**config.mk**
```make
export PLATFORM = sky130hd
export DESIGN_NAME = last_pressed_key_resolver
export DESIGN_NICKNAME = d
export VERILOG_FILES = /design/src/design/lpkr_pkg.sv /design/src/design/last_pressed_key_resolver.sv /design/src/design/lpkr_regs.sv /design/src/design/lpkr_ctrl.sv /design/src/design/lpkr_dp.sv
export SDC_FILE = /design/constraint.sdc
export NUM_CORES = 1
export LEC_CHECK = 0
export BUFFER_PORTS_ARGS = -buffer_cell sky130_fd_sc_hd__buf_2
export CORE_MARGIN = 10
export CORE_UTILIZATION = 40
export CTS_CLUSTER_SIZE = 40
export DETAILED_ROUTE_END_ITERATION = 8
export GPL_TIMING_DRIVEN = 0
export PLACE_DENSITY = 0.58
export SLEW_MARGIN = 20
export SYNTH_ARGS = -nofsm -noshare
export SYNTH_HDL_FRONTEND = slang
export SYNTH_HIERARCHICAL = 1
export SYNTH_SLANG_ARGS = --single-unit
```
**constraint.sdc**
```tcl
create_clock -name i_clk -period 8.12 [get_ports i_clk]
set_input_delay 0.812 -clock i_clk [delete_from_list [all_inputs] [get_ports i_clk]]
set_output_delay 0.812 -clock i_clk [all_outputs]
set_load 0.005 [all_outputs]
```
**src/design/lpkr_pkg.sv**
```systemverilog
// Package for the last pressed key resolver: types, constants, button lookup.
`default_nettype none

package lpkr_pkg;

    localparam int KEY_W        = 7;
    localparam int NUM_BUTTONS  = 7;
    localparam int BTN_W        = 3;
    localparam int DEF_MAX_HELD = 8;
    localparam int ADDR_W       = 5;
    localparam int DATA_W       = 32;

    typedef enum logic [BTN_W-1:0] {
        BTN_LEFT   = 3'd0,
        BTN_UP     = 3'd1,
        BTN_RIGHT  = 3'd2,
        BTN_DOWN   = 3'd3,
        BTN_CANCEL = 3'd4,
        BTN_PAUSE  = 3'd5,
        BTN_SELECT = 3'd6,
        BTN_NONE   = 3'd7
    } t_button;

    typedef enum logic {
        OP_PRESS   = 1'b0,
        OP_RELEASE = 1'b1
    } t_op;

    typedef logic [NUM_BUTTONS-1:0][KEY_W-1:0] t_key_map;

    // Register i holds the key of button i
    localparam t_key_map KEY_MAP_RESET = {
        7'd58, 7'd15, 7'd16, 7'd18, 7'd3, 7'd22, 7'd0
    };

    typedef struct packed {
        logic             operation;
        logic [KEY_W-1:0] key_code;
    } t_key_event;

    typedef struct packed {
        logic             direction_valid;
        logic [1:0]       direction;
        logic             selection_valid;
        logic [1:0]       selection;
        logic             any_valid;
        logic [BTN_W-1:0] any_button;
    } t_key_result;

    typedef enum logic [2:0] {
        ST_IDLE,
        ST_SCAN,
        ST_SHIFT,
        ST_RESOLVE,
        ST_EMIT
    } t_state;

    typedef struct packed {
        logic load;
        logic step;
        logic shift;
        logic res_init;
        logic res_step;
    } t_dp_cmd;

    typedef struct packed {
        logic idx_end;
        logic match;
        logic is_press;
    } t_dp_sts;

    // Lowest-numbered button wins when mappings collide
    function automatic t_button button_of(input logic [KEY_W-1:0] key, input t_key_map map);
        t_button b;
        b = BTN_NONE;
        for (int i = NUM_BUTTONS - 1; i >= 0; i--) begin
            if (map[i] == key) begin
                b = t_button'(BTN_W'(i));
            end
        end
        return b;
    endfunction

endpackage

`default_nettype wire

```
**src/design/last_pressed_key_resolver.sv**
```systemverilog
// Top level of the last pressed key resolver.
//
// Usage: drive i_event (operation, key_code) and raise start; the word is
// taken at the clock edge where start is high and busy is low. busy then
// stays high until the result word has been shown. The result appears on
// o_result when o_strobe is high for exactly one cycle; the receiver cannot
// stall it and must take it in that cycle.
// Sequence from accept to strobe: the list is walked once to find or
// compact the key (one entry per cycle, stopping early when a pressed key
// is already held), a shift step pushes the key of a new press, then the
// list is walked again to resolve buttons, one entry per cycle, and the
// result is strobed. A new word can be taken the cycle after strobe.
// The key map sits in seven APB registers at byte addresses 0, 4, .. 24;
// write them only while busy is low. Reset empties the held list and
// loads the default key map; list entries are not cleared.
`default_nettype none

module last_pressed_key_resolver #(
    parameter int MAX_HELD = lpkr_pkg::DEF_MAX_HELD
) (
    input  wire logic                        i_clk,
    input  wire logic                        i_rst_n,
    input  wire logic                        start,
    output logic                             busy,
    input  wire lpkr_pkg::t_key_event        i_event,
    output logic                             o_strobe,
    output lpkr_pkg::t_key_result            o_result,
    input  wire logic                        psel,
    input  wire logic                        penable,
    input  wire logic                        pwrite,
    input  wire logic [lpkr_pkg::ADDR_W-1:0] paddr,
    input  wire logic [lpkr_pkg::DATA_W-1:0] pwdata,
    output logic      [lpkr_pkg::DATA_W-1:0] prdata,
    output logic                             pready
);
    import lpkr_pkg::*;

    t_key_map w_map;
    t_dp_cmd  w_cmd;
    t_dp_sts  w_sts;

    lpkr_regs u_regs (
        .i_clk   (i_clk),
        .i_rst_n (i_rst_n),
        .psel    (psel),
        .penable (penable),
        .pwrite  (pwrite),
        .paddr   (paddr),
        .pwdata  (pwdata),
        .prdata  (prdata),
        .pready  (pready),
        .o_map   (w_map)
    );

    lpkr_ctrl u_ctrl (
        .i_clk    (i_clk),
        .i_rst_n  (i_rst_n),
        .i_start  (start),
        .i_sts    (w_sts),
        .o_cmd    (w_cmd),
        .o_busy   (busy),
        .o_strobe (o_strobe)
    );

    lpkr_dp #(
        .MAX_HELD (MAX_HELD)
    ) u_dp (
        .i_clk    (i_clk),
        .i_rst_n  (i_rst_n),
        .i_event  (i_event),
        .i_map    (w_map),
        .i_cmd    (w_cmd),
        .o_sts    (w_sts),
        .o_result (o_result)
    );

    a_strobe_busy: assert property (@(posedge i_clk) disable iff (!i_rst_n)
        o_strobe |-> busy)
        else $error("result strobe outside of a busy window");

    a_accept_busy: assert property (@(posedge i_clk) disable iff (!i_rst_n)
        (start && !busy) |=> (busy && !o_strobe))
        else $error("accepted word did not raise busy");

    a_strobe_single: assert property (@(posedge i_clk) disable iff (!i_rst_n)
        o_strobe |=> !o_strobe)
        else $error("result strobe held longer than one cycle");

    a_any_consistent: assert property (@(posedge i_clk) disable iff (!i_rst_n)
        o_strobe |-> (o_result.any_valid ==
                      (o_result.direction_valid || o_result.selection_valid)))
        else $error("any button flag disagrees with class flags");

    a_empty_codes: assert property (@(posedge i_clk) disable iff (!i_rst_n)
        (o_strobe && !o_result.any_valid) |->
            (o_result.any_button == '0 && o_result.direction == '0 &&
             o_result.selection == '0))
        else $error("button code set without a matching key");

endmodule

`default_nettype wire

```
**src/design/lpkr_regs.sv**
```systemverilog
// Key map configuration registers behind the APB-style port.
`default_nettype none

module lpkr_regs (
    input  wire logic                       i_clk,
    input  wire logic                       i_rst_n,
    input  wire logic                       psel,
    input  wire logic                       penable,
    input  wire logic                       pwrite,
    input  wire logic [lpkr_pkg::ADDR_W-1:0] paddr,
    input  wire logic [lpkr_pkg::DATA_W-1:0] pwdata,
    output logic      [lpkr_pkg::DATA_W-1:0] prdata,
    output logic                            pready,
    output lpkr_pkg::t_key_map              o_map
);
    import lpkr_pkg::*;

    t_key_map         r_map;
    logic [BTN_W-1:0] w_index;

    assign w_index = paddr[ADDR_W-1:2];
    assign pready  = 1'b1;
    assign o_map   = r_map;

    always_ff @(posedge i_clk) begin
        if (!i_rst_n) begin
            r_map <= KEY_MAP_RESET;
        end else if (psel && penable && pwrite && (w_index < BTN_W'(NUM_BUTTONS))) begin
            r_map[w_index] <= pwdata[KEY_W-1:0];
        end
    end

    always_comb begin
        prdata = '0;
        if (w_index < BTN_W'(NUM_BUTTONS)) begin
            prdata[KEY_W-1:0] = r_map[w_index];
        end
    end

endmodule

`default_nettype wire

```
**src/design/lpkr_ctrl.sv**
```systemverilog
// Controller state machine: sequences scan, shift, resolve and result strobe.
`default_nettype none

module lpkr_ctrl (
    input  wire logic              i_clk,
    input  wire logic              i_rst_n,
    input  wire logic              i_start,
    input  wire lpkr_pkg::t_dp_sts i_sts,
    output lpkr_pkg::t_dp_cmd      o_cmd,
    output logic                   o_busy,
    output logic                   o_strobe
);
    import lpkr_pkg::*;

    t_state r_state;
    t_state n_state;

    always_ff @(posedge i_clk) begin
        if (!i_rst_n) begin
            r_state <= ST_IDLE;
        end else begin
            r_state <= n_state;
        end
    end

    always_comb begin
        n_state = r_state;
        case (r_state)
            ST_IDLE: begin
                if (i_start) n_state = ST_SCAN;
            end
            ST_SCAN: begin
                if (i_sts.idx_end) begin
                    n_state = i_sts.is_press ? ST_SHIFT : ST_RESOLVE;
                end else if (i_sts.is_press && i_sts.match) begin
                    n_state = ST_RESOLVE;
                end
            end
            ST_SHIFT:   n_state = ST_RESOLVE;
            ST_RESOLVE: begin
                if (i_sts.idx_end) n_state = ST_EMIT;
            end
            ST_EMIT:    n_state = ST_IDLE;
            default:    n_state = ST_IDLE;
        endcase
    end

    always_comb begin
        o_cmd    = '0;
        o_busy   = 1'b1;
        o_strobe = 1'b0;
        case (r_state)
            ST_IDLE: begin
                o_busy     = 1'b0;
                o_cmd.load = i_start;
            end
            ST_SCAN: begin
                // Already held on press: go resolve; end of list: shift on press, else resolve
                if (i_sts.idx_end) begin
                    o_cmd.res_init = !i_sts.is_press;
                end else if (i_sts.is_press && i_sts.match) begin
                    o_cmd.res_init = 1'b1;
                end else begin
                    o_cmd.step = 1'b1;
                end
            end
            ST_SHIFT: begin
                o_cmd.shift    = 1'b1;
                o_cmd.res_init = 1'b1;
            end
            ST_RESOLVE: begin
                o_cmd.res_step = !i_sts.idx_end;
            end
            ST_EMIT: begin
                o_strobe = 1'b1;
            end
            default: begin
                o_busy = 1'b1;
            end
        endcase
    end

endmodule

`default_nettype wire

```
**src/design/lpkr_dp.sv**
```systemverilog
// Datapath: held-key list, walk pointers and button resolution registers.
`default_nettype none

module lpkr_dp #(
    parameter int MAX_HELD = lpkr_pkg::DEF_MAX_HELD
) (
    input  wire logic                 i_clk,
    input  wire logic                 i_rst_n,
    input  wire lpkr_pkg::t_key_event i_event,
    input  wire lpkr_pkg::t_key_map   i_map,
    input  wire lpkr_pkg::t_dp_cmd    i_cmd,
    output lpkr_pkg::t_dp_sts         o_sts,
    output lpkr_pkg::t_key_result     o_result
);
    import lpkr_pkg::*;

    localparam int CNT_W = $clog2(MAX_HELD + 1);
    localparam int IDX_W = (MAX_HELD > 1) ? $clog2(MAX_HELD) : 1;

    logic [KEY_W-1:0] r_held [MAX_HELD];
    logic [CNT_W-1:0] r_count;
    logic [CNT_W-1:0] r_idx;
    logic [CNT_W-1:0] r_wr;
    logic [KEY_W-1:0] r_key;
    t_op              r_op;
    t_key_result      r_res;

    logic [KEY_W-1:0] w_cur;
    t_button          w_btn;

    assign w_cur = r_held[r_idx[IDX_W-1:0]];
    assign w_btn = button_of(w_cur, i_map);

    assign o_sts.idx_end  = (r_idx == r_count);
    assign o_sts.match    = (w_cur == r_key);
    assign o_sts.is_press = (r_op == OP_PRESS);
    assign o_result       = r_res;

    // Control state
    always_ff @(posedge i_clk) begin
        if (!i_rst_n) begin
            r_count <= '0;
            r_idx   <= '0;
            r_wr    <= '0;
            r_op    <= OP_PRESS;
        end else begin
            if (i_cmd.load) begin
                r_op  <= t_op'(i_event.operation);
                r_idx <= '0;
                r_wr  <= '0;
            end else if (i_cmd.step) begin
                r_idx <= r_idx + 1'b1;
                if (r_op == OP_RELEASE && w_cur != r_key) begin
                    r_wr <= r_wr + 1'b1;
                end
            end else if (i_cmd.res_init) begin
                r_idx <= '0;
            end else if (i_cmd.res_step) begin
                r_idx <= r_idx + 1'b1;
            end

            if (i_cmd.shift) begin
                if (r_count != CNT_W'(MAX_HELD)) r_count <= r_count + 1'b1;
            end else if (i_cmd.res_init && r_op == OP_RELEASE) begin
                r_count <= r_wr;
            end
        end
    end

    // List storage: compact on release, push front on new press
    always_ff @(posedge i_clk) begin
        if (i_cmd.load) begin
            r_key <= i_event.key_code;
        end
        if (i_cmd.step && r_op == OP_RELEASE && w_cur != r_key) begin
            r_held[r_wr[IDX_W-1:0]] <= w_cur;
        end
        if (i_cmd.shift) begin
            for (int j = MAX_HELD - 1; j > 0; j--) begin
                r_held[j] <= r_held[j-1];
            end
            r_held[0] <= r_key;
        end
    end

    // Front-first scan: keep the first hit of each class
    always_ff @(posedge i_clk) begin
        if (i_cmd.res_init) begin
            r_res <= '0;
        end else if (i_cmd.res_step && w_btn != BTN_NONE) begin
            if (!r_res.any_valid) begin
                r_res.any_valid  <= 1'b1;
                r_res.any_button <= w_btn;
            end
            if (w_btn < BTN_CANCEL) begin
                if (!r_res.direction_valid) begin
                    r_res.direction_valid <= 1'b1;
                    r_res.direction       <= w_btn[1:0];
                end
            end else if (!r_res.selection_valid) begin
                r_res.selection_valid <= 1'b1;
                r_res.selection       <= 2'(w_btn - BTN_CANCEL);
            end
        end
    end

endmodule

`default_nettype wire
```
==> results.ini <==
[status]
status = finished, final reports clean

[setup_path]
start_kind = flip-flop
critPathKind = flip-flop to flip-flop
endpoint_kind = flip-flop
cp_data_required_time_ns = 8.17
cp_data_arrival_time_ns = 4.53
critPathMaxFanout = 10

[global_routing]
use_met1 = 0.219
grt_start_max_net_pins = 17
grt.total_usage = 0.169
grt_most_used_layer = met2
grt_use_met3 = 0.0330
grt_pass1_wl_mm = 34.3
grt_pass1_vias = 6001
grt_antenna_before_repair = 0
grtUsageMet2 = 0.271
grt.overflow.total = 0

[drt]
dr.pass1.iters = 5
vias = 6044
remaining_drc_errors = 0
drt_iter0_markers = 377
routedWlPerCell_um = 19.7
wl_mm = 22.0
via_per_inst = 5.40
antenna_left = 0

[power_and_ir_drop]
pwr-share-clk = 0.292
internal_power_mw = 1.80
switching_share = 0.342
vdd_drop_max_v = 0.000180
power_frac_comb = 0.338
leakagePower_nw = 3.94
power_density_nw_per_um2 = 299
power_mw = 2.73
seqPwrFrac = 0.371
power.switching_mw = 0.933

[timing]
max_slew_margin = 0.292
rsz0062_at_grt = false
hold_viol_final = 0
max_freq_ghz = 0.223
clock_skew_ns = 0.00945
tightest_slew_ns = 1.06
hold_slack_ns = 0.469
setup_viol = 0
layout_min_cycle_time_ns = 4.48
fin_crit_sh = 0.552
totalNegativeSetupSlack_ns = 0
slew_violations = 0

[floorplanning]
fp.dieW_um = 160
ios = 96
fp.dieArea_sq_um = 25700
start_util = 0.405
num_rows = 51
core_sq_um = 19500
die_y_um = 160

[cts]
cts_buffer_depth = 2
clk_latency_ns = 0.42
cts_tree = done
h-tree-depth = 4
cts-resized-gates = 0
cts-root-buf = clkbuf_16
numCtsBuffers = 17
ctsHoldBuffers = 0
path_clk_slew_ns = 0.06
postCtsSetupBuffers = 0
clock-sinks = 141

[logic_synthesis]
syn_inst = 758
synth_ff_type = dfxtp_1
netlist_area_sq_um = 7890
synth_seq_cells = 141
synth_edf_count = 63
ys_seq_area_frac = 0.438
syn_avg_cell_area_sq_um = 10.4
ys_warn_count = 6
async_reset_ff_frac = 0
ys_types = 75

[finish]
n_antenna_cell = 0
fin_nets = 897
post-route-util = 0.468
syn_to_final_growth_pct = 15.5
drive_gt1_frac = 0.198

[run]
maxCapViolCount = 0

[min_path]
min_path_type = flip-flop to flip-flop

[placed_design]
gp_congestion = 0.848
dp_hpwl_mm = 16.4
port_buffers = 41

[layer usage]
| metal | share of wire | vias up |
|---|---|---|
| met3 | 0.045 | 27 |
| met2 | 0.47 | 159 |
| met1 | 0.46 | 2957 |
| li1 | - | 2901 |
| met5 | 0 | - |
| met4 | 0.021 | 0 |
[layout by cell type, fill, tap and decap left out, types with 5 or more instances in the layout]
cell,n
a21boi_0,6
o21ai_0,30
nand2_1,59
nor4_1,5
mux2i_1,79
dfxtp_1,78
conb_1,26
xnor2_1,12
buf_6,5
xor2_1,22
nand4_1,6
nor2b_1,26
or3_1,21
mux2_2,18
nor3_1,17
o22a_1,5
o221a_2,7
nand3_1,12
buf_4,28
inv_1,22
buf_2,50
nor2_1,19
clkbuf_16,17
o22ai_1,9
edfxtp_1,63
clkbuf_1,30
a21oi_1,9
a21o_1,60
nand2b_1,14
a221oi_1,7
[synthesized netlist by cell type (5+ instances only)]
library cell	n	share of area
nand3_1	12	0.0076
buf_4	28	0.027
mux2_2	18	0.026
xor2_1	22	0.024
a21oi_1	9	0.0057
nor3_1	17	0.011
edfxtp_1	63	0.24
nand2_1	59	0.028
o22ai_1	9	0.0071
nand4_1	6	0.0048
or3_1	21	0.017
nor2_1	19	0.0090
inv_1	22	0.010
dfxtp_1	78	0.20
mux2i_1	79	0.10
a21boi_0	6	0.0057
o22a_1	5	0.0055
nor2b_1	26	0.021
nand2b_1	14	0.011
nor4_1	5	0.0040
xnor2_1	12	0.013
buf_2	9	0.0057
a221oi_1	7	0.0078
a21o_1	60	0.057
o221a_2	7	0.010
o21ai_0	30	0.019
buf_6	5	0.0071
clkbuf_1	29	0.014
[metrics by stage]
step           instances  cell area [sq um]  setup slack, ns
2_1_floorplan        782               7980             4.68
3_3_place_gp        1088               8520             3.69
3_5_place_dp        1088               8520             3.68
4_1_cts             1120               9120             3.66
5_1_grt             1120               9120             3.36
6_report            1120               9120             3.64
[path summary, 6_finish.rpt]
check / from / end / slack, ns / cells after the start
worst min register to register: u_dp/o_result[0] / u_dp/o_result[0] / 0.47 / 2
worst max-delay path: flip-flop / u_dp/r_held[7][4] / 3.64 / 14
worst min-delay path: u_dp/o_result[0] / u_dp/o_result[0] / 0.47 / 2
worst max register to register: flip-flop / u_dp/r_held[7][4] / 3.64 / 14
[cells by family (layout without fill, tap and decap cells)]
logic type / Yosys count / after routing / synth area share
AOI/OAI and AO/OA: 170 / 170 / 0.159
xor gates and xnor gates: 34 / 34 / 0.0377
adders and majority gates: 4 / 4 / 0.00634
buffers and inverters: 94 / 167 / 0.0644
DFF: 141 / 141 / 0.438
muxes: 103 / 103 / 0.143
other: 2 / 26 / 0.000952
and+or+nand+nor: 210 / 210 / 0.151
[critical path, cell delays in order, from the launching register on]
cell and delay, ns:
dfxtp_1 0.33, buf_6 0.14, buf_2 0.30, mux2_2 0.40, o22ai_1 0.31, clkbuf_1 0.40, o21a_1 0.20, nor4_1 0.08
and3_1 0.25, nand2_1 0.09, and3b_1 0.24, nand2_1 0.13, a31oi_2 0.38, nand2_1 0.16, o21bai_1 0.68
[area by class of cell]
class	count	area (sq um)
fill	1850	10300
multi-input combinational	547	4020
sequential	141	3450
clock buffer	18	429
buffer	72	425
tap	265	332
timing repair buffer	41	205
clock inverter	14	169
inverter	22	82.6
[state kept, by name, indices dropped and copies added, names as in the netlist, named ones only]
register	flops
u_dp/r_held	56
u_regs/o_map	49
u_dp/o_result	10
u_dp/r_key	7
u_dp/r_count	4
u_dp/r_idx	4
u_dp/r_wr	4
u_ctrl/r_state	3
u_dp/r_op	1
[power groups by stage]
stage	combinational, mW	sequential (mW)	clock [mW]
5_1_grt	1.02	1.03	0.841
6_report	0.922	1.01	0.796
3_5_place_dp	0.920	1.03	0
4_1_cts	0.924	1.01	0.811
3_3_place_gp	0.911	1.02	0
2_1_floorplan	0.678	0.999	0
Power figures use the tool's default switching activity.
